### config.mk
export PLATFORM = sky130hd
export DESIGN_NAME = codebook_quant_value_count
export DESIGN_NICKNAME = d
export VERILOG_FILES = /design/src/sv/cbqv_pkg.sv /design/src/sv/codebook_quant_value_count.sv /design/src/sv/cbqv_ctrl.sv /design/src/sv/cbqv_dp.sv
export SDC_FILE = /design/constraint.sdc
export NUM_CORES = 2
export LEC_CHECK = 0
export BUFFER_PORTS_ARGS = -buffer_cell sky130_fd_sc_hd__buf_4
export CORE_MARGIN = 2
export CORE_UTILIZATION = 43
export DETAILED_ROUTE_END_ITERATION = 7
export PLACE_DENSITY = 0.7
export SYNTH_ARGS = -nofsm -noshare
export SYNTH_HDL_FRONTEND = slang
export SYNTH_SLANG_ARGS = --single-unit
### constraint.sdc
create_clock -name clk -period 15.8 [get_ports clk]
set_input_delay 1.58 -clock clk [delete_from_list [all_inputs] [get_ports clk]]
set_output_delay 1.58 -clock clk [all_outputs]
set_load 0.005 [all_outputs]
### src/sv/cbqv_pkg.sv
// shared constants, types and command/status structs for the quantized value count block
package cbqv_pkg;

    localparam int ENTRY_BITS = 24;
    localparam int DIM_BITS   = 16;
    localparam int OUT_BITS   = 40;
    localparam int MAP_BITS   = 2;

    // multiplier operand width covers both entry count and dimension
    localparam int MUL_W  = (ENTRY_BITS > DIM_BITS) ? ENTRY_BITS : DIM_BITS;
    localparam int PROD_W = 2 * MUL_W;
    localparam int BIT_W  = $clog2(ENTRY_BITS);

    // lookup map kinds
    localparam logic [MAP_BITS-1:0] MAP_NONE    = 2'd0;
    localparam logic [MAP_BITS-1:0] MAP_LATTICE = 2'd1;
    localparam logic [MAP_BITS-1:0] MAP_LIST    = 2'd2;

    typedef enum logic [1:0] {
        S_IDLE,
        S_BIT,
        S_MUL,
        S_FINISH
    } state_t;

    // commands from controller to datapath
    typedef struct packed {
        logic load;         // capture the input item, clear the search
        logic start_mul;    // reset power accumulator and step counter
        logic mul_step;     // one multiply of the running power
        logic take_cand;    // candidate fits, keep its bit
        logic dec_bit;      // move to the next lower candidate bit
        logic mul_lattice;  // multiplier works on power and candidate
        logic write_out;    // load the output register
    } cmd_t;

    // status from datapath to controller
    typedef struct packed {
        logic lattice;      // item uses the lattice map
        logic trivial;      // no entries or zero dimension
        logic cand_one;     // current candidate equals one
        logic over;         // running power exceeds entry count
        logic last_iter;    // this multiply reaches the full dimension
        logic bit_zero;     // lowest candidate bit in work
    } sts_t;

endpackage

### src/sv/codebook_quant_value_count.sv
// top level: codebook quantized value count, controller plus datapath
//
// Input channel (in_valid/in_ready) carries entry_count, dimension and
// map_kind; output channel (out_valid/out_ready) carries value_count.
// One result item per input item, in order.
// Map kind none (and the unused code) gives 0, the explicit list gives
// entry_count times dimension, the lattice gives the largest v with
// v to the power dimension not above entry_count.
// Timing: the list and none kinds pass from acceptance through the bit
// and finish states to out_valid. The lattice search walks ENTRY_BITS
// candidate bits from the top; each bit takes a step in the bit state
// plus the multiplies of the shared multiplier, and the multiply chain
// stops as soon as the power passes entry_count or reaches the full
// dimension.
// One item is in work at a time; in_ready is high only while idle.
// A finished result sits in the output register, so a new item can be
// taken while the receiver stalls; that item then waits for the output
// register before writing its result.
// Reset clears the controller and the output valid; no item is lost to
// a stall.
module codebook_quant_value_count
(
    input  logic                             clk,
    input  logic                             rst_n,
    input  logic                             in_valid,
    output logic                             in_ready,
    input  logic [cbqv_pkg::ENTRY_BITS-1:0]  entry_count,
    input  logic [cbqv_pkg::DIM_BITS-1:0]    dimension,
    input  logic [cbqv_pkg::MAP_BITS-1:0]    map_kind,
    output logic                             out_valid,
    input  logic                             out_ready,
    output logic [cbqv_pkg::OUT_BITS-1:0]    value_count
);

    cbqv_pkg::cmd_t cmd;
    cbqv_pkg::sts_t sts;

    // sequencing
    cbqv_ctrl u_ctrl
    (
        .clk       (clk),
        .rst_n     (rst_n),
        .in_valid  (in_valid),
        .in_ready  (in_ready),
        .out_valid (out_valid),
        .out_ready (out_ready),
        .sts       (sts),
        .cmd       (cmd)
    );

    // arithmetic and storage
    cbqv_dp u_dp
    (
        .clk         (clk),
        .entry_count (entry_count),
        .dimension   (dimension),
        .map_kind    (map_kind),
        .cmd         (cmd),
        .sts         (sts),
        .value_count (value_count)
    );

endmodule

### src/sv/cbqv_ctrl.sv
// controller state machine for the bit-by-bit root search
module cbqv_ctrl
(
    input  logic          clk,
    input  logic          rst_n,
    input  logic          in_valid,
    output logic          in_ready,
    output logic          out_valid,
    input  logic          out_ready,
    input  cbqv_pkg::sts_t sts,
    output cbqv_pkg::cmd_t cmd
);

    cbqv_pkg::state_t state_reg;
    cbqv_pkg::state_t state_next;
    logic             out_valid_reg;
    logic             out_valid_next;

    // state and output valid registers
    always_ff @(posedge clk or negedge rst_n)
    begin
        if (!rst_n)
        begin
            state_reg     <= cbqv_pkg::S_IDLE;
            out_valid_reg <= 1'b0;
        end
        else
        begin
            state_reg     <= state_next;
            out_valid_reg <= out_valid_next;
        end
    end

    // next state and commands
    always_comb
    begin
        state_next     = state_reg;
        cmd            = '0;
        in_ready       = 1'b0;
        out_valid_next = out_valid_reg && !out_ready;
        case (state_reg)
            cbqv_pkg::S_IDLE:
            begin
                in_ready = 1'b1;
                if (in_valid)
                begin
                    cmd.load   = 1'b1;
                    state_next = cbqv_pkg::S_BIT;
                end
            end
            cbqv_pkg::S_BIT:
            begin
                if (!sts.lattice || sts.trivial)
                begin
                    state_next = cbqv_pkg::S_FINISH;
                end
                else if (sts.cand_one)
                begin
                    // one to any power is one, entry count is nonzero here
                    cmd.take_cand = 1'b1;
                    if (sts.bit_zero)
                    begin
                        state_next = cbqv_pkg::S_FINISH;
                    end
                    else
                    begin
                        cmd.dec_bit = 1'b1;
                    end
                end
                else
                begin
                    cmd.start_mul = 1'b1;
                    state_next    = cbqv_pkg::S_MUL;
                end
            end
            cbqv_pkg::S_MUL:
            begin
                cmd.mul_step    = 1'b1;
                cmd.mul_lattice = 1'b1;
                if (sts.over || sts.last_iter)
                begin
                    cmd.take_cand = !sts.over;
                    if (sts.bit_zero)
                    begin
                        state_next = cbqv_pkg::S_FINISH;
                    end
                    else
                    begin
                        cmd.dec_bit = 1'b1;
                        state_next  = cbqv_pkg::S_BIT;
                    end
                end
            end
            cbqv_pkg::S_FINISH:
            begin
                // wait for the output register to be free
                if (!out_valid_reg || out_ready)
                begin
                    cmd.write_out  = 1'b1;
                    out_valid_next = 1'b1;
                    state_next     = cbqv_pkg::S_IDLE;
                end
            end
            default:
            begin
                state_next = cbqv_pkg::S_IDLE;
            end
        endcase
    end

    assign out_valid = out_valid_reg;

    // output register is only loaded when empty or draining
    a_write_free: assert property (@(posedge clk) disable iff (!rst_n)
        cmd.write_out |-> (!out_valid_reg || out_ready))
        else $error("output overwritten while a result is held");

    // an accepted item always starts the search
    a_accept_bit: assert property (@(posedge clk) disable iff (!rst_n)
        (in_valid && in_ready) |=> (state_reg == cbqv_pkg::S_BIT))
        else $error("accepted item did not start work");

    // a candidate whose power overflowed is never kept
    a_no_take_over: assert property (@(posedge clk) disable iff (!rst_n)
        (state_reg == cbqv_pkg::S_MUL && sts.over) |-> !cmd.take_cand)
        else $error("overflowing candidate kept");

    // the output goes valid exactly after a write
    a_valid_write: assert property (@(posedge clk) disable iff (!rst_n)
        $rose(out_valid_reg) |-> $past(cmd.write_out))
        else $error("result shown without a write");

endmodule

### src/sv/cbqv_dp.sv
// datapath: item registers, shared multiplier, search registers and output register
module cbqv_dp
(
    input  logic                              clk,
    input  logic [cbqv_pkg::ENTRY_BITS-1:0]   entry_count,
    input  logic [cbqv_pkg::DIM_BITS-1:0]     dimension,
    input  logic [cbqv_pkg::MAP_BITS-1:0]     map_kind,
    input  cbqv_pkg::cmd_t                    cmd,
    output cbqv_pkg::sts_t                    sts,
    output logic [cbqv_pkg::OUT_BITS-1:0]     value_count
);

    logic [cbqv_pkg::ENTRY_BITS-1:0] entries_reg;
    logic [cbqv_pkg::DIM_BITS-1:0]   dim_reg;
    logic [cbqv_pkg::MAP_BITS-1:0]   kind_reg;
    logic [cbqv_pkg::ENTRY_BITS-1:0] v_reg;
    logic [cbqv_pkg::ENTRY_BITS-1:0] v_next;
    logic [cbqv_pkg::BIT_W-1:0]      bit_reg;
    logic [cbqv_pkg::BIT_W-1:0]      bit_next;
    logic [cbqv_pkg::ENTRY_BITS-1:0] acc_reg;
    logic [cbqv_pkg::ENTRY_BITS-1:0] acc_next;
    logic [cbqv_pkg::DIM_BITS-1:0]   cnt_reg;
    logic [cbqv_pkg::DIM_BITS-1:0]   cnt_next;
    logic [cbqv_pkg::OUT_BITS-1:0]   value_reg;
    logic [cbqv_pkg::OUT_BITS-1:0]   value_next;

    logic [cbqv_pkg::ENTRY_BITS-1:0] cand;
    logic [cbqv_pkg::MUL_W-1:0]      mul_a;
    logic [cbqv_pkg::MUL_W-1:0]      mul_b;
    logic [cbqv_pkg::PROD_W-1:0]     prod;
    logic [cbqv_pkg::DIM_BITS:0]     cnt_inc;

    // candidate is the kept value with the current bit set
    assign cand = v_reg | (cbqv_pkg::ENTRY_BITS'(1) << bit_reg);

    // shared multiplier: running power times candidate, or entries times dimension
    always_comb
    begin
        if (cmd.mul_lattice)
        begin
            mul_a = cbqv_pkg::MUL_W'(acc_reg);
            mul_b = cbqv_pkg::MUL_W'(cand);
        end
        else
        begin
            mul_a = cbqv_pkg::MUL_W'(entries_reg);
            mul_b = cbqv_pkg::MUL_W'(dim_reg);
        end
    end

    assign prod    = cbqv_pkg::PROD_W'(mul_a) * cbqv_pkg::PROD_W'(mul_b);
    assign cnt_inc = {1'b0, cnt_reg} + (cbqv_pkg::DIM_BITS+1)'(1);

    // status to controller
    always_comb
    begin
        sts.lattice   = (kind_reg == cbqv_pkg::MAP_LATTICE);
        sts.trivial   = (entries_reg == '0) || (dim_reg == '0);
        sts.cand_one  = (cand == cbqv_pkg::ENTRY_BITS'(1));
        sts.over      = (prod > cbqv_pkg::PROD_W'(entries_reg));
        sts.last_iter = (cnt_inc == {1'b0, dim_reg});
        sts.bit_zero  = (bit_reg == '0);
    end

    // search register updates
    always_comb
    begin
        v_next     = v_reg;
        bit_next   = bit_reg;
        acc_next   = acc_reg;
        cnt_next   = cnt_reg;
        value_next = value_reg;
        if (cmd.load)
        begin
            v_next   = '0;
            bit_next = cbqv_pkg::BIT_W'(cbqv_pkg::ENTRY_BITS - 1);
        end
        if (cmd.start_mul)
        begin
            acc_next = cbqv_pkg::ENTRY_BITS'(1);
            cnt_next = '0;
        end
        if (cmd.mul_step)
        begin
            acc_next = prod[cbqv_pkg::ENTRY_BITS-1:0];
            cnt_next = cnt_inc[cbqv_pkg::DIM_BITS-1:0];
        end
        if (cmd.take_cand)
        begin
            v_next = cand;
        end
        if (cmd.dec_bit)
        begin
            bit_next = bit_reg - cbqv_pkg::BIT_W'(1);
        end
        if (cmd.write_out)
        begin
            case (kind_reg)
                cbqv_pkg::MAP_LATTICE: value_next = cbqv_pkg::OUT_BITS'(v_reg);
                cbqv_pkg::MAP_LIST:    value_next = cbqv_pkg::OUT_BITS'(prod);
                default:               value_next = '0;
            endcase
        end
    end

    // payload registers
    always_ff @(posedge clk)
    begin
        if (cmd.load)
        begin
            entries_reg <= entry_count;
            dim_reg     <= dimension;
            kind_reg    <= map_kind;
        end
        v_reg     <= v_next;
        bit_reg   <= bit_next;
        acc_reg   <= acc_next;
        cnt_reg   <= cnt_next;
        value_reg <= value_next;
    end

    assign value_count = value_reg;

endmodule

==> metrics.yaml <==
met3_usage_pct: 8.70
hpwl_mm: 75.4
worstMarginPinSlew_ns: 1.47
portBuffers: 87
synthDominantCellAreaShare_pct: 35.7
synth_cell_types: 81
max_freq_mhz: 78.2
drive_gt1_share_pct: 8.33
status: "finished clean"
cts_num_sinks: 154
synth_area_leaders: "fa_1 36%, edfxtp_1 17%, ha_1 9.7%, inv_1 7.4%, nand2_1 5.0%"
cap_viol_max_count: 0
ant_nets: 0
cp_max_fo: 39
routed_wl_mm: 93.2
slowest_stage: "o21bai_2"
synth_fp_nets: 3666
use_met2_pct: 45.2
gp_congestion: 1.06
syn_inst: 2928
finalSetupViolCount: 0
hold_buffers: 0
drtIter0Drc: 2570
wl_per_cell_um: 24.4
synth-main-ff-cell: "edfxtp_1"
grt_pass1_vias: 22800
dieArea_um2: 64800
cts_setup_buffers: 0
skew_ns: 0.0235
whs_endpoint: "u_ctrl.out_valid$_DFF_PN0_"
finalCritPeriodShare_pct: 80.9
grt_pass1_wl_mm: 141
timing.slew.headroom_pct: 1.97
clk_latency_ns: 0.51
avgSynthCellArea_um2: 9.23
ys_top_cells_by_count: "530 x inv_1, 482 x fa_1, 359 x nand2_1"
dr.pass1.iters: 8
syn_area_um2: 27000
synth_edf_count: 151
grt_use_total_pct: 29.9
grt_max_degree: 83
largest_reg_flops: 40
ctsResizeCount: 0
synth-seq-cells: 154
r2r_start: "u_ctrl.state_reg[0]$_DFFE_PN0P_"
antenna_found_initial: 1
vias: 22200
area_delta_synth_final_pct: 8.76
cp-start-kind: "flip-flop"
initial_utilization_pct: 43.6
grt_overflow: 0
path_clk_slew_ns: 0.07
cts_tree: "done"
drc_errors: 0
die_y_um: 255
rr_worst_depth: 34
num_rows: 91
die_w_um: 255
cts-root-buf: "clkbuf_16"
worstSetupEndpointType: "flip-flop"
cp_common_cell: "fa_1"
max_stage_delay_ns: 1.22
top_usage_layer: "met2"
rsz0062_at_grt: "false"
htree_levels: 4
min_period_ns: 12.79
drv_slew: 0
synth-seq-area-share_pct: 17.1
crit_start: "u_ctrl.state_reg[0]$_DFFE_PN0P_"
num_io_pins: 88
vias_per_cell: 5.80
holdPathStages: 2
cts_buffers: 17
synth_warnings: 0
crit_arrival_ns: 12.89
hold_start: "u_ctrl.out_valid$_DFF_PN0_"
finalSetupTns_ns: 0
clock_path_buffers: 2
rr_endpoint: "u_dp.v_reg[11]$_SDFFCE_PN0P_"
ys_async_sr_fraction_pct: 1.95
nNetsFinal: 3713
synth_top_cell_by_area: "fa_1"
ff2ff_setup_slack_ns: 3.01
hold_path_class: "flip-flop to flip-flop"
path_class: "flip-flop to flip-flop"
n_antenna_cell: 0
finalHoldViolCount: 0
cp.required_ns: 15.91
synth_most_common_cell: "inv_1"
grtUsageMet1_pct: 38.7
core-area_um2: 61900
## critical path: cells and delay by family (launching register included)
| kind | cells | cell delay [ns] |
|---|---|---|
| DFF | 1 | 0.41 |
| xor gates and xnor gates | 1 | 0.31 |
| adders and majority gates | 10 | 4.76 |
| buffers and inverters | 8 | 1.07 |
| and+or+nand+nor | 5 | 1.14 |
| AOI/OAI and AO/OA | 10 | 4.60 |
## per-stage QoR
step	cell area [um^2]	hold slack (ns)	std cells	setup slack, ns	util, %
after detailed placement	28800	0.549	3793	3.38	46.4
after global placement	28800	0.523	3793	3.61	46.4
final	29400	0.559	3825	3.01	47.4
after floorplan	27000	0.516	2928	5.66	-
after CTS	29400	0.564	3825	3.36	47.4
after global routing	29400	0.607	3825	2.47	47.4
## worst max path at each step
stage | end | slack (ns)
detailed placement | u_dp.v_reg[3]$_SDFFCE_PN0P_ | 3.38
global route | u_dp.v_reg[18]$_SDFFCE_PN0P_ | 2.47
floorplan | u_dp.v_reg[0]$_SDFFCE_PN0P_ | 5.66
finish | u_dp.v_reg[11]$_SDFFCE_PN0P_ | 3.01
global placement | u_dp.v_reg[13]$_SDFFCE_PN0P_ | 3.61
CTS | u_dp.v_reg[18]$_SDFFCE_PN0P_ | 3.36
## cell families after synthesis
group                      after synthesis  synth area share [%]
and+or+nand+nor                       1015                  17.3
DFF                                    154                  17.1
buffers and inverters                  650                  9.24
xor gates and xnor gates                67                  2.23
adders and majority gates              692                  45.4
muxes                                    5                 0.213
AOI/OAI and AO/OA                      345                  8.54
## layout by cell type (no fill, tap or decap), types with 47 or more instances in the layout
cell | synthesis | final
and2_1 | 49 | 47
a21oi_1 | 108 | 99
o21ai_0 | 48 | 47
fa_1 | 482 | 482
edfxtp_1 | 151 | 151
nand3_1 | 56 | 56
nor2_1 | 333 | 333
inv_1 | 530 | 529
buf_4 | 0 | 147
ha_1 | 210 | 209
nand2_1 | 359 | 359
## layer usage
layer | routed length, um | vias up | share of wire (%)
met5 | 0 | - | 0
met4 | 6200 | 0 | 6.6
met3 | 11300 | 306 | 12
met2 | 40700 | 1451 | 44
met1 | 35000 | 11000 | 38
li1 | - | 9423 | -
## layout make-up
| type | instances | area (um^2) |
|---|---|---|
| timing repair buffer | 147 | 1100 |
| sequential | 154 | 4610 |
| fill | 5939 | 32600 |
| tap | 837 | 1050 |
| clock inverter | 15 | 193 |
| inverter | 531 | 1990 |
| multi-input combinational | 2124 | 20000 |
| clock buffer | 17 | 425 |
Power is not shown: default switching activity piles up to over one toggle a cycle in this logic, so the estimate is an artifact.
